`src/smf_pkg.sv`:
```
// Shared constants and types of the sorted median finder.
package smf_pkg;

	// Capacity of the insertion chain and width of one data value.
	localparam int MAX_ITEMS  = 64;
	localparam int VALUE_BITS = 16;

	// Result widths.
	localparam int OUT_BITS   = VALUE_BITS + 1;
	localparam int COUNT_BITS = 7;

	// Internal widths derived from the capacity.
	localparam int CNT_BITS = $clog2(MAX_ITEMS + 1);
	localparam int IDX_BITS = (MAX_ITEMS > 1) ? $clog2(MAX_ITEMS) : 1;

	// Middle-value pick is done in groups, one registered level per group.
	localparam int GROUP_SIZE = 8;
	localparam int NUM_GROUPS = (MAX_ITEMS + GROUP_SIZE - 1) / GROUP_SIZE;

	typedef logic signed [VALUE_BITS-1:0] value_t;
	typedef logic signed [OUT_BITS-1:0]   median_t;
	typedef logic [CNT_BITS-1:0]          cnt_t;
	typedef logic [IDX_BITS-1:0]          idx_t;

	// What one cell shows to its right-hand neighbor.
	typedef struct packed {
		logic   occ;
		logic   gt;
		value_t val;
	} link_t;

endpackage

```
`src/smf_cell.sv`:
```
// One cell of the insertion chain: holds one sorted value and shifts right on insert when the new value is smaller.
module smf_cell import smf_pkg::*; (
	input  logic   clk,
	input  logic   insert,
	input  logic   occ,
	input  value_t new_val,
	input  link_t  left,
	output link_t  right
);

	value_t val_q;
	logic   gt;
	logic   take;

	// A held value larger than the new one must make room by moving right.
	assign gt = occ && (val_q > new_val);

	// The cell changes when it moves, or when it is the first free slot.
	assign take = gt || (!occ && left.occ);

	always_ff @(posedge clk) begin
		if (insert && take) begin
			if (left.gt) begin
				val_q <= left.val;
			end else begin
				val_q <= new_val;
			end
		end
	end

	assign right.occ = occ;
	assign right.gt  = gt;
	assign right.val = val_q;

endmodule

```
`config.mk`:
```
export PLATFORM = sky130hd
export DESIGN_NAME = smf_cell
export DESIGN_NICKNAME = d
export VERILOG_FILES = /design/src/smf_pkg.sv /design/src/smf_cell.sv
export SDC_FILE = /design/constraint.sdc
export NUM_CORES = 1
export LEC_CHECK = 0
export BUFFER_PORTS_ARGS = -buffer_cell sky130_fd_sc_hd__buf_2
export CORE_ASPECT_RATIO = 1.4
export CORE_MARGIN = 4
export CORE_UTILIZATION = 45
export CTS_CLUSTER_DIAMETER = 50
export DETAILED_ROUTE_END_ITERATION = 8
export HOLD_SLACK_MARGIN = 0.02
export PLACE_DENSITY = 0.79
export REMOVE_ABC_BUFFERS = 1
export SLEW_MARGIN = 20
export SYNTH_ARGS = -nofsm -noshare
export SYNTH_HDL_FRONTEND = slang
export SYNTH_SLANG_ARGS = --single-unit
```
`constraint.sdc`:
```
create_clock -name clk -period 3.9 [get_ports clk]
set_input_delay 0.78 -clock clk [delete_from_list [all_inputs] [get_ports clk]]
set_output_delay 0.78 -clock clk [all_outputs]
set_load 0.02 [all_outputs]
```
==> flow_summary.yaml <==
outcome:
  status: "completed"
final_layout:
  final_common_cell: "buf_2"
  largest_register_ff_count: 16
  biggestRegsByFlops: "val_q (16)"
  fin_cells: 189
  largest-register: "val_q"
  most-common-layout-cells: "buf_2 (54), nand2_1 (19)"
  syn_to_final_growth_pct: 28.7
  post-route-util: 0.622
  drive_gt1_frac: 0.359
  final_area_um2: 1390
  n_antenna_cell: 0
  nNetsFinal: 222
die:
  core_um2: 2230
  initial_core_util: 0.483
  row_count: 20
  chipWidth_um: 49.3
  io_pins: 55
  die-area_um2: 3250
  die_y_um: 65.9
detailed_routing:
  drt_pass1_iterations: 4
  avgRoutedWirePerCell_um: 12.8
  vias: 980
  wl_um: 2410
  drc_errors: 0
  drt_iter0_markers: 11
  avgViaCountPerCell: 5.19
  antenna_left: 0
worst_setup_path:
  r2r_start: "val_q[13]"
  max_stage_delay_ns: 0.33
  end_kind: "primary output"
  critPathLaunch: "new_val[13]"
  path_buf_inv: 3
  endpoint: "right[16]"
  cp-start-kind: "input port"
  crit_chain: "buf_2, inv_1, ha_1, a21o_1, a21o_1, a221o_1, nor3_1, xnor2_1, nor2_1, buf_2"
  r2r_slack_ns: 1.46
  critPathMaxFanout: 2
  critPathArrivalTime_ns: 2.49
  crit_type: "in2out"
  reg2reg_depth: 8
  r2r-end: "val_q[10]"
  worst_path_max_delay_cell: "a221o_1"
  cp.depth: 10
  crit_family: "compound AO/OA/AOI/OAI gates"
  required_ns: 3.12
sta:
  min_period_ns: 3.27
  rsz0062_at_grt: "no"
  relSlewSlack: 0.702
  fin_crit_sh: 0.839
  worst_slack_ns: 0.629
  max_freq_mhz: 306
  tightest_slew_ns: 0.447
  finalSetupTns_ns: 0
  whs_ns: 0.762
  finClkSkew_ns: 0.00366
  finalSetupViolCount: 0
  finalHoldViolCount: 0
  slew_viol_final: 0
power_and_ir_drop:
  fin_total_pwr_uw: 436
  powerDensity_nw_per_um2: 315
  ir_worst_vdd_v: 0.000231
  p_leak_nw: 0.717
grt:
  grt_pass1_wl_um: 4040
  grt_max_degree: 32
  gr-total-overflow: 0
  track_usage: 0.160
  grt_pass1_vias: 990
  antenna_found_initial: 0
clock_tree:
  tritoncts: "yes"
  cts-root-buf: "clkbuf_4"
  cts_setup_buffers: 0
  cts.sinks: 16
  post_cts_resized: 0
  holdBufCountCts: 0
  cts_inserted_buffers: 3
  htreeDepth: 1
  clk_pin_slew_ns: 0.09
  clk_latency_ns: 0.29
  cts_buffer_depth: 2
placed_design:
  placed_area_um2: 1360
  dp_worst_setup_slack_ns: 0.629
  gp_congestion: 0.736
  dp_cells: 186
  portBuffers: 54
  hpwl_um: 2030
logic_synthesis:
  syn_avg_cell_area_um2: 9.52
  synth_cells: 113
  yosys_warnings: 0
  synthFlopType: "edfxtp_1"
  async_flop_share: 0
  synth_edf_count: 16
  ys_seq_elements: 16
  synth_cell_type_count: 20
  seq_area_frac_synth: 0.447
  synth_area_um2: 1080
min_path:
  hold_class: "in2reg"
flow_run:
  drv_cap: 0
==> per-layer routing <==
layer / vias up / global-route usage / part of all wire
li1: 508 / - / -
met1: 429 / 0.172 / 0.40
met2: 38 / 0.299 / 0.50
met3: 5 / 0.0293 / 0.077
met4: 0 / 0.0747 / 0.021
met5: - / 0 / 0
==> how the worst min path moves through the flow <==
stage | start | to | slack (ns) | cells past startpoint
floorplan | left[16] | val_q[10] | 0.97 | 2
finish | left[9] | val_q[9] | 0.76 | 3
global placement | left[5] | val_q[5] | 1.06 | 3
detailed placement | left[3] | val_q[3] | 1.06 | 3
global route | left[13] | val_q[13] | 0.77 | 3
CTS | left[14] | val_q[14] | 0.76 | 3
==> where the power goes <==
group / internal [mW] / switching, mW / leakage (nW) / total (mW)
logic: 0.0547 / 0.0753 / 0.553 / 0.130
clock network: 0.0360 / 0.0537 / 0.0138 / 0.0897
registers: 0.209 / 0.00727 / 0.151 / 0.216
==> logic make-up after synthesis <==
| family | count (synthesis) | synth area share |
|---|---|---|
| AO/OA/AOI/OAI | 28 | 0.149 |
| multiplexers | 1 | 0.0105 |
| AND/OR/NAND/NOR | 30 | 0.120 |
| adder cells (fa/ha/maj) | 16 | 0.186 |
| XOR/XNOR | 1 | 0.00814 |
| flip-flops | 16 | 0.447 |
| buffers and inverters | 21 | 0.0802 |
==> area by class of cell <==
cell class              instances  area, µm²
flip-flops and latches         16        480
repair buffers                 56        285
multi-input cells              76        509
fillers                       192        842
inverters                      16       60.1
clock buffers                   3       22.5
well taps                      22       27.5
==> cells in the mapped netlist, types with 2 or more instances <==
| cell | instances | area (µm²) |
|---|---|---|
| a21o_1 | 3 | 22.5 |
| a21oi_1 | 5 | 25.0 |
| buf_4 | 2 | 15.0 |
| clkbuf_1 | 3 | 11.3 |
| edfxtp_1 | 16 | 480 |
| ha_1 | 16 | 200 |
| inv_1 | 16 | 60.1 |
| nand2_1 | 19 | 71.3 |
| nand3_1 | 2 | 10.0 |
| nand4_1 | 4 | 25.0 |
| nor2_1 | 3 | 11.3 |
| o21ai_0 | 16 | 80.1 |
==> worst reg2reg max path, cell delays in order, from the launching register on <==
cell and delay [ns]:
edfxtp_1 0.41, ha_1 0.31, a21o_1 0.18, a21o_1 0.17, a221o_1 0.33, nor3_1 0.18
xnor2_1 0.13, o22ai_1 0.22, buf_4 0.23
(Power assumes the default switching activity.)
