===== src/smf_pkg.sv =====
// Shared constants and types of the sorted median finder.
package smf_pkg;

	// Capacity of the insertion chain and width of one data value.
	localparam int MAX_ITEMS  = 64;
	localparam int VALUE_BITS = 16;

	// Result widths.
	localparam int OUT_BITS   = VALUE_BITS + 1;
	localparam int COUNT_BITS = 7;

	// Internal widths derived from the capacity.
	localparam int CNT_BITS = $clog2(MAX_ITEMS + 1);
	localparam int IDX_BITS = (MAX_ITEMS > 1) ? $clog2(MAX_ITEMS) : 1;

	// Middle-value pick is done in groups, one registered level per group.
	localparam int GROUP_SIZE = 8;
	localparam int NUM_GROUPS = (MAX_ITEMS + GROUP_SIZE - 1) / GROUP_SIZE;

	typedef logic signed [VALUE_BITS-1:0] value_t;
	typedef logic signed [OUT_BITS-1:0]   median_t;
	typedef logic [CNT_BITS-1:0]          cnt_t;
	typedef logic [IDX_BITS-1:0]          idx_t;

	// What one cell shows to its right-hand neighbor.
	typedef struct packed {
		logic   occ;
		logic   gt;
		value_t val;
	} link_t;

endpackage


===== src/smf_mid_select.sv =====
// Picks the two middle values out of the chain and adds them.
module smf_mid_select import smf_pkg::*; (
	input  logic    clk,
	input  logic    load,
	input  value_t  vals [MAX_ITEMS],
	input  idx_t    lo_idx,
	input  idx_t    hi_idx,
	output median_t sum
);

	value_t lo_grp_s1 [NUM_GROUPS];
	value_t hi_grp_s1 [NUM_GROUPS];
	value_t lo_val;
	value_t hi_val;

	// First level: each group of cells is masked by index and OR-reduced.
	for (genvar g = 0; g < NUM_GROUPS; g++) begin : g_grp
		value_t lo_acc;
		value_t hi_acc;

		always_comb begin
			lo_acc = '0;
			hi_acc = '0;
			for (int k = 0; k < GROUP_SIZE; k++) begin
				if (g * GROUP_SIZE + k < MAX_ITEMS) begin
					if (IDX_BITS'(g * GROUP_SIZE + k) == lo_idx) begin
						lo_acc = lo_acc | vals[g * GROUP_SIZE + k];
					end
					if (IDX_BITS'(g * GROUP_SIZE + k) == hi_idx) begin
						hi_acc = hi_acc | vals[g * GROUP_SIZE + k];
					end
				end
			end
		end

		always_ff @(posedge clk) begin
			if (load) begin
				lo_grp_s1[g] <= lo_acc;
				hi_grp_s1[g] <= hi_acc;
			end
		end
	end

	// Second level: combine the groups, then add the two middles.
	always_comb begin
		lo_val = '0;
		hi_val = '0;
		for (int g = 0; g < NUM_GROUPS; g++) begin
			lo_val = lo_val | lo_grp_s1[g];
			hi_val = hi_val | hi_grp_s1[g];
		end
	end

	assign sum = median_t'(lo_val) + median_t'(hi_val);

endmodule


===== config.mk =====
export PLATFORM = sky130hd
export DESIGN_NAME = smf_mid_select
export DESIGN_NICKNAME = d
export VERILOG_FILES = /design/src/smf_pkg.sv /design/src/smf_mid_select.sv
export SDC_FILE = /design/constraint.sdc
export NUM_CORES = 1
export LEC_CHECK = 0
export BUFFER_PORTS_ARGS = -buffer_cell sky130_fd_sc_hd__buf_2
export CAP_MARGIN = 10
export CORE_AREA = 4 4 408 410
export DETAILED_ROUTE_END_ITERATION = 12
export DIE_AREA = 0 0 412 414
export PLACE_DENSITY = 0.3
export SYNTH_ARGS = -nofsm -noshare
export SYNTH_HDL_FRONTEND = slang
export SYNTH_SLANG_ARGS = --single-unit
export TNS_END_PERCENT = 50

===== constraint.sdc =====
create_clock -name clk -period 6.85 [get_ports clk]
set_clock_uncertainty 0.15 [all_clocks]
set_input_delay 1.37 -clock clk [delete_from_list [all_inputs] [get_ports clk]]
set_output_delay 1.37 -clock clk [all_outputs]
set_load 0.1 [all_outputs]

==> metrics.txt <==
# TYPE chip_impl_metric gauge
chip_impl_info{name="kind_of_end_point_of_the_critical_path",value="primary output"} 1
chip_impl_metric{name="critical_path_buf_inv_count",unit=""} 1
chip_impl_metric{name="dieArea",unit="µm²"} 170600
chip_impl_metric{name="starting_density",unit="%"} 12.05
chip_impl_info{name="timing.critical_path.from_type",value="flip-flop"} 1
chip_impl_metric{name="netlist_instances",unit=""} 2056
chip_impl_metric{name="die_h",unit="µm"} 414
chip_impl_metric{name="yosys_warnings",unit=""} 0
chip_impl_metric{name="p_leak",unit="nW"} 10.25
chip_impl_metric{name="timing.slew.headroom",unit="%"} 22.86
chip_impl_metric{name="peakVddDrop",unit="µV"} 166.7
chip_impl_info{name="critical_path_startpoint",value="lo_grp_s1[1][0]"} 1
chip_impl_metric{name="syn_nets",unit=""} 3111
chip_impl_metric{name="drive_above_1_share",unit="%"} 42.58
chip_impl_metric{name="report.final.setup_viol",unit=""} 0
chip_impl_metric{name="cts_repair_resize_count",unit=""} 0
chip_impl_metric{name="max_stage_delay",unit="ns"} 0.83
chip_impl_metric{name="detail_route.iter0.violations",unit=""} 3365
chip_impl_metric{name="viasPerCell",unit=""} 5.049
chip_impl_metric{name="overflow",unit=""} 0
chip_impl_metric{name="synth_cell_type_count",unit=""} 35
chip_impl_metric{name="post_cts.repair.setup_buffers",unit=""} 0
chip_impl_info{name="cts_tree",value="yes"} 1
chip_impl_metric{name="num_rows",unit=""} 148
chip_impl_metric{name="timing.critical_path.required",unit="ns"} 5.33
chip_impl_metric{name="worstPathArrival",unit="ns"} 4.81
chip_impl_metric{name="clk_transition_reported_paths",unit="ns"} 0.07
chip_impl_metric{name="fmaxAchievable",unit="MHz"} 158.0
chip_impl_metric{name="floorplan.core_area",unit="µm²"} 162400
chip_impl_metric{name="nNetsFinal",unit=""} 4168
chip_impl_metric{name="timing.final.crit_period",unit="ns"} 6.330
chip_impl_metric{name="grt_start_max_net_pins",unit=""} 143
chip_impl_metric{name="synthesis.area_per_instance",unit="µm²"} 9.518
chip_impl_info{name="cpMaxStageDelayCell",value="sky130_fd_sc_hd__a221oi_1"} 1
chip_impl_metric{name="synth.yosys.seq_area_share",unit="%"} 39.28
chip_impl_metric{name="drtPass1Iterations",unit=""} 8
chip_impl_metric{name="dr_drc_count",unit=""} 0
chip_impl_metric{name="hold_slack",unit="ns"} 0.9822
chip_impl_metric{name="route.vias.total",unit=""} 27070
chip_impl_info{name="min_path_type",value="primary input to flip-flop"} 1
chip_impl_metric{name="grt_use_total",unit="%"} 22.77
chip_impl_metric{name="synthDominantCellAreaShare",unit="%"} 39.28
chip_impl_metric{name="drt-total-wl",unit="µm"} 206200
chip_impl_metric{name="worst-path-stages",unit=""} 10
chip_impl_info{name="crit_path_cell_trace",value="nor4_1, nand2_1, ha_1, fa_1, a21o_1, a221oi_1, o21ai_0, a41oi_1, xnor2_1, buf_2"} 1
chip_impl_info{name="run_status",value="completed"} 1
chip_impl_info{name="worst-setup-path-type",value="flip-flop to primary output"} 1
chip_impl_metric{name="ioPinCount",unit=""} 1055
chip_impl_metric{name="global_route_wire_length_before_repair",unit="µm"} 263900
chip_impl_metric{name="globalplace.congestion",unit=""} 0.9348
chip_impl_metric{name="timing.critical_path.fanout_max",unit=""} 3
chip_impl_metric{name="first_global_vias",unit=""} 27620
chip_impl_info{name="post_synth_main_area_contributors",value="sky130_fd_sc_hd__a22oi_1, sky130_fd_sc_hd__edfxtp_1, sky130_fd_sc_hd__nand4_1"} 1
chip_impl_metric{name="timing.final.hold_violations",unit=""} 0
chip_impl_metric{name="synth_area",unit="µm²"} 19570
chip_impl_metric{name="final_antenna_net_count",unit=""} 0
chip_impl_metric{name="pwr_density_cell",unit="nW/µm²"} 154.5
chip_impl_metric{name="timing_max_transition_violations_final",unit=""} 0
chip_impl_metric{name="cap_viol_max_count",unit=""} 0
chip_impl_metric{name="placement.io_buffers",unit=""} 1054
chip_impl_info{name="clock_root_buffer",value="sky130_fd_sc_hd__clkbuf_16"} 1
chip_impl_info{name="worst_setup_path_end",value="sum[12]"} 1
chip_impl_metric{name="grt_antenna_before_repair",unit=""} 78
chip_impl_metric{name="detailed_place_hpwl",unit="µm"} 170600
chip_impl_metric{name="floorplan.die.width",unit="µm"} 412
chip_impl_metric{name="holdBufCountCts",unit=""} 0
chip_impl_metric{name="inserted_clock_buffers",unit=""} 28
chip_impl_metric{name="finalCritPeriodShare",unit="%"} 92.41
chip_impl_metric{name="worstMarginPinSlew",unit="ns"} 1.156
chip_impl_metric{name="clock_sink_count",unit=""} 256
chip_impl_metric{name="clock_tree.htree_level_count",unit=""} 1
chip_impl_metric{name="clk_path_buf_depth",unit=""} 3
chip_impl_metric{name="postSynthRegisterBits",unit=""} 256
chip_impl_info{name="critical-path-top-delay-family",value="compound AO/OA/AOI/OAI gates"} 1
chip_impl_info{name="synth_top_area_cell",value="sky130_fd_sc_hd__a22oi_1"} 1
chip_impl_metric{name="route.detailed.wl_per_inst",unit="µm"} 38.47
chip_impl_metric{name="totalNegativeSetupSlack",unit="ns"} 0
chip_impl_info{name="grt_setup_unrepaired",value="false"} 1
chip_impl_info{name="source_of_the_worst_hold_timing_path",value="vals[714]"} 1
chip_impl_metric{name="synthToLayoutAreaGrowth",unit="%"} 49.78
## worst min path at each step
stage,to,slack [ns],depth (start not counted)
6_report,lo_grp_s1[0][42],0.98,3
5_1_grt,hi_grp_s1[1][44],0.98,3
4_1_cts,lo_grp_s1[0][42],0.94,3
3_5_place_dp,lo_grp_s1[0][42],1.57,3
3_3_place_gp,lo_grp_s1[0][42],1.56,3
2_1_floorplan,hi_grp_s1[0][0],1.33,0
## cells in the mapped netlist, drive strengths merged
library cell	instances
a22oi	1024
nand4	260
edfxtp	256
nor2	135
clkbuf	116
nor4	67
nand2	60
buf	31
ha	16
nand3	16
a21oi	10
nand2b	7
o21ai	7
xnor2	7
xor2	6
a21o	5
and2b	5
nor2b	5
nor3	4
a211oi	3
a31oi	2
o21bai	2
or2	2
a2111oi	1
a221oi	1
a22o	1
a41oi	1
and3	1
and3b	1
fa	1
inv	1
o21a	1
o41ai	1
## stage by stage
step                total power [mW]  cell area, µm²  utilization (%)  std cells  setup slack [ns]
floorplan                      2.063           19570                -       2056            0.6786
global placement               2.847           28150            17.34       5258             1.018
detailed placement             2.844           28150            17.34       5258             1.092
CTS                            4.611           29180            17.97       5310            0.4335
global route                   4.721           29260            18.01       5339            0.2920
finish                         4.527           29310            18.05       5361            0.5200
## routing by layer
layer  track usage, %  vias up  part of all wire (%)
met1            26.64    13730                    38
met5                0        -                 0.078
met3            4.540      292                   7.0
met2            41.70     1726                    51
li1                 -    11300                     -
met4            6.501       24                   3.5
## kinds of logic (layout without fill, tap and decap cells)
kind of cell | Yosys count | in the layout | share of synthesized area, %
buffers and inverters | 148 | 1227 | 3.031
AND/OR/NAND/NOR | 563 | 563 | 15.55
AO/OA/AOI/OAI | 1059 | 1059 | 40.43
adder cells (fa/ha/maj) | 17 | 17 | 1.125
flip-flops | 256 | 256 | 39.28
XOR/XNOR | 13 | 13 | 0.5818
other | 0 | 51 | 0
## flip-flops by register name (all words and copies together) (netlist names)
| register | count |
|---|---|
| hi_grp_s1 | 128 |
| lo_grp_s1 | 128 |
## layout make-up
class                   count  area, µm²
diodes                     51      127.6
repair buffers           1174       6198
inverters                   1      3.754
fillers                 18470     133100
clock buffers              28      700.7
well taps                2175       2721
multi-input cells        1652      11540
clock inverters            24      327.8
flip-flops and latches    256       7687
## cell usage in the layout (no fill, tap or decap), types with 6 or more instances in the layout
master	n
sky130_fd_sc_hd__nor4_1	65
sky130_fd_sc_hd__nor2_1	34
sky130_fd_sc_hd__xnor2_1	7
sky130_fd_sc_hd__diode_2	51
sky130_fd_sc_hd__nor2_2	101
sky130_fd_sc_hd__buf_4	119
sky130_fd_sc_hd__nand3_1	16
sky130_fd_sc_hd__ha_1	16
sky130_fd_sc_hd__clkbuf_16	28
sky130_fd_sc_hd__o21ai_0	7
sky130_fd_sc_hd__nand2_1	58
sky130_fd_sc_hd__a21oi_1	10
sky130_fd_sc_hd__bufinv_16	7
sky130_fd_sc_hd__xor2_1	6
sky130_fd_sc_hd__a22oi_1	1024
sky130_fd_sc_hd__buf_2	1053
sky130_fd_sc_hd__nand4_1	260
sky130_fd_sc_hd__edfxtp_1	256
sky130_fd_sc_hd__clkinv_2	7
## where the power goes
group          leakage (nW)  switching (mW)  internal [mW]
combinational          7.31           0.598          0.302
clock                 0.504           0.712           1.02
sequential             2.44          0.0411           1.85
total                  10.3            1.35           3.18
Power figures use the tool's default switching activity.
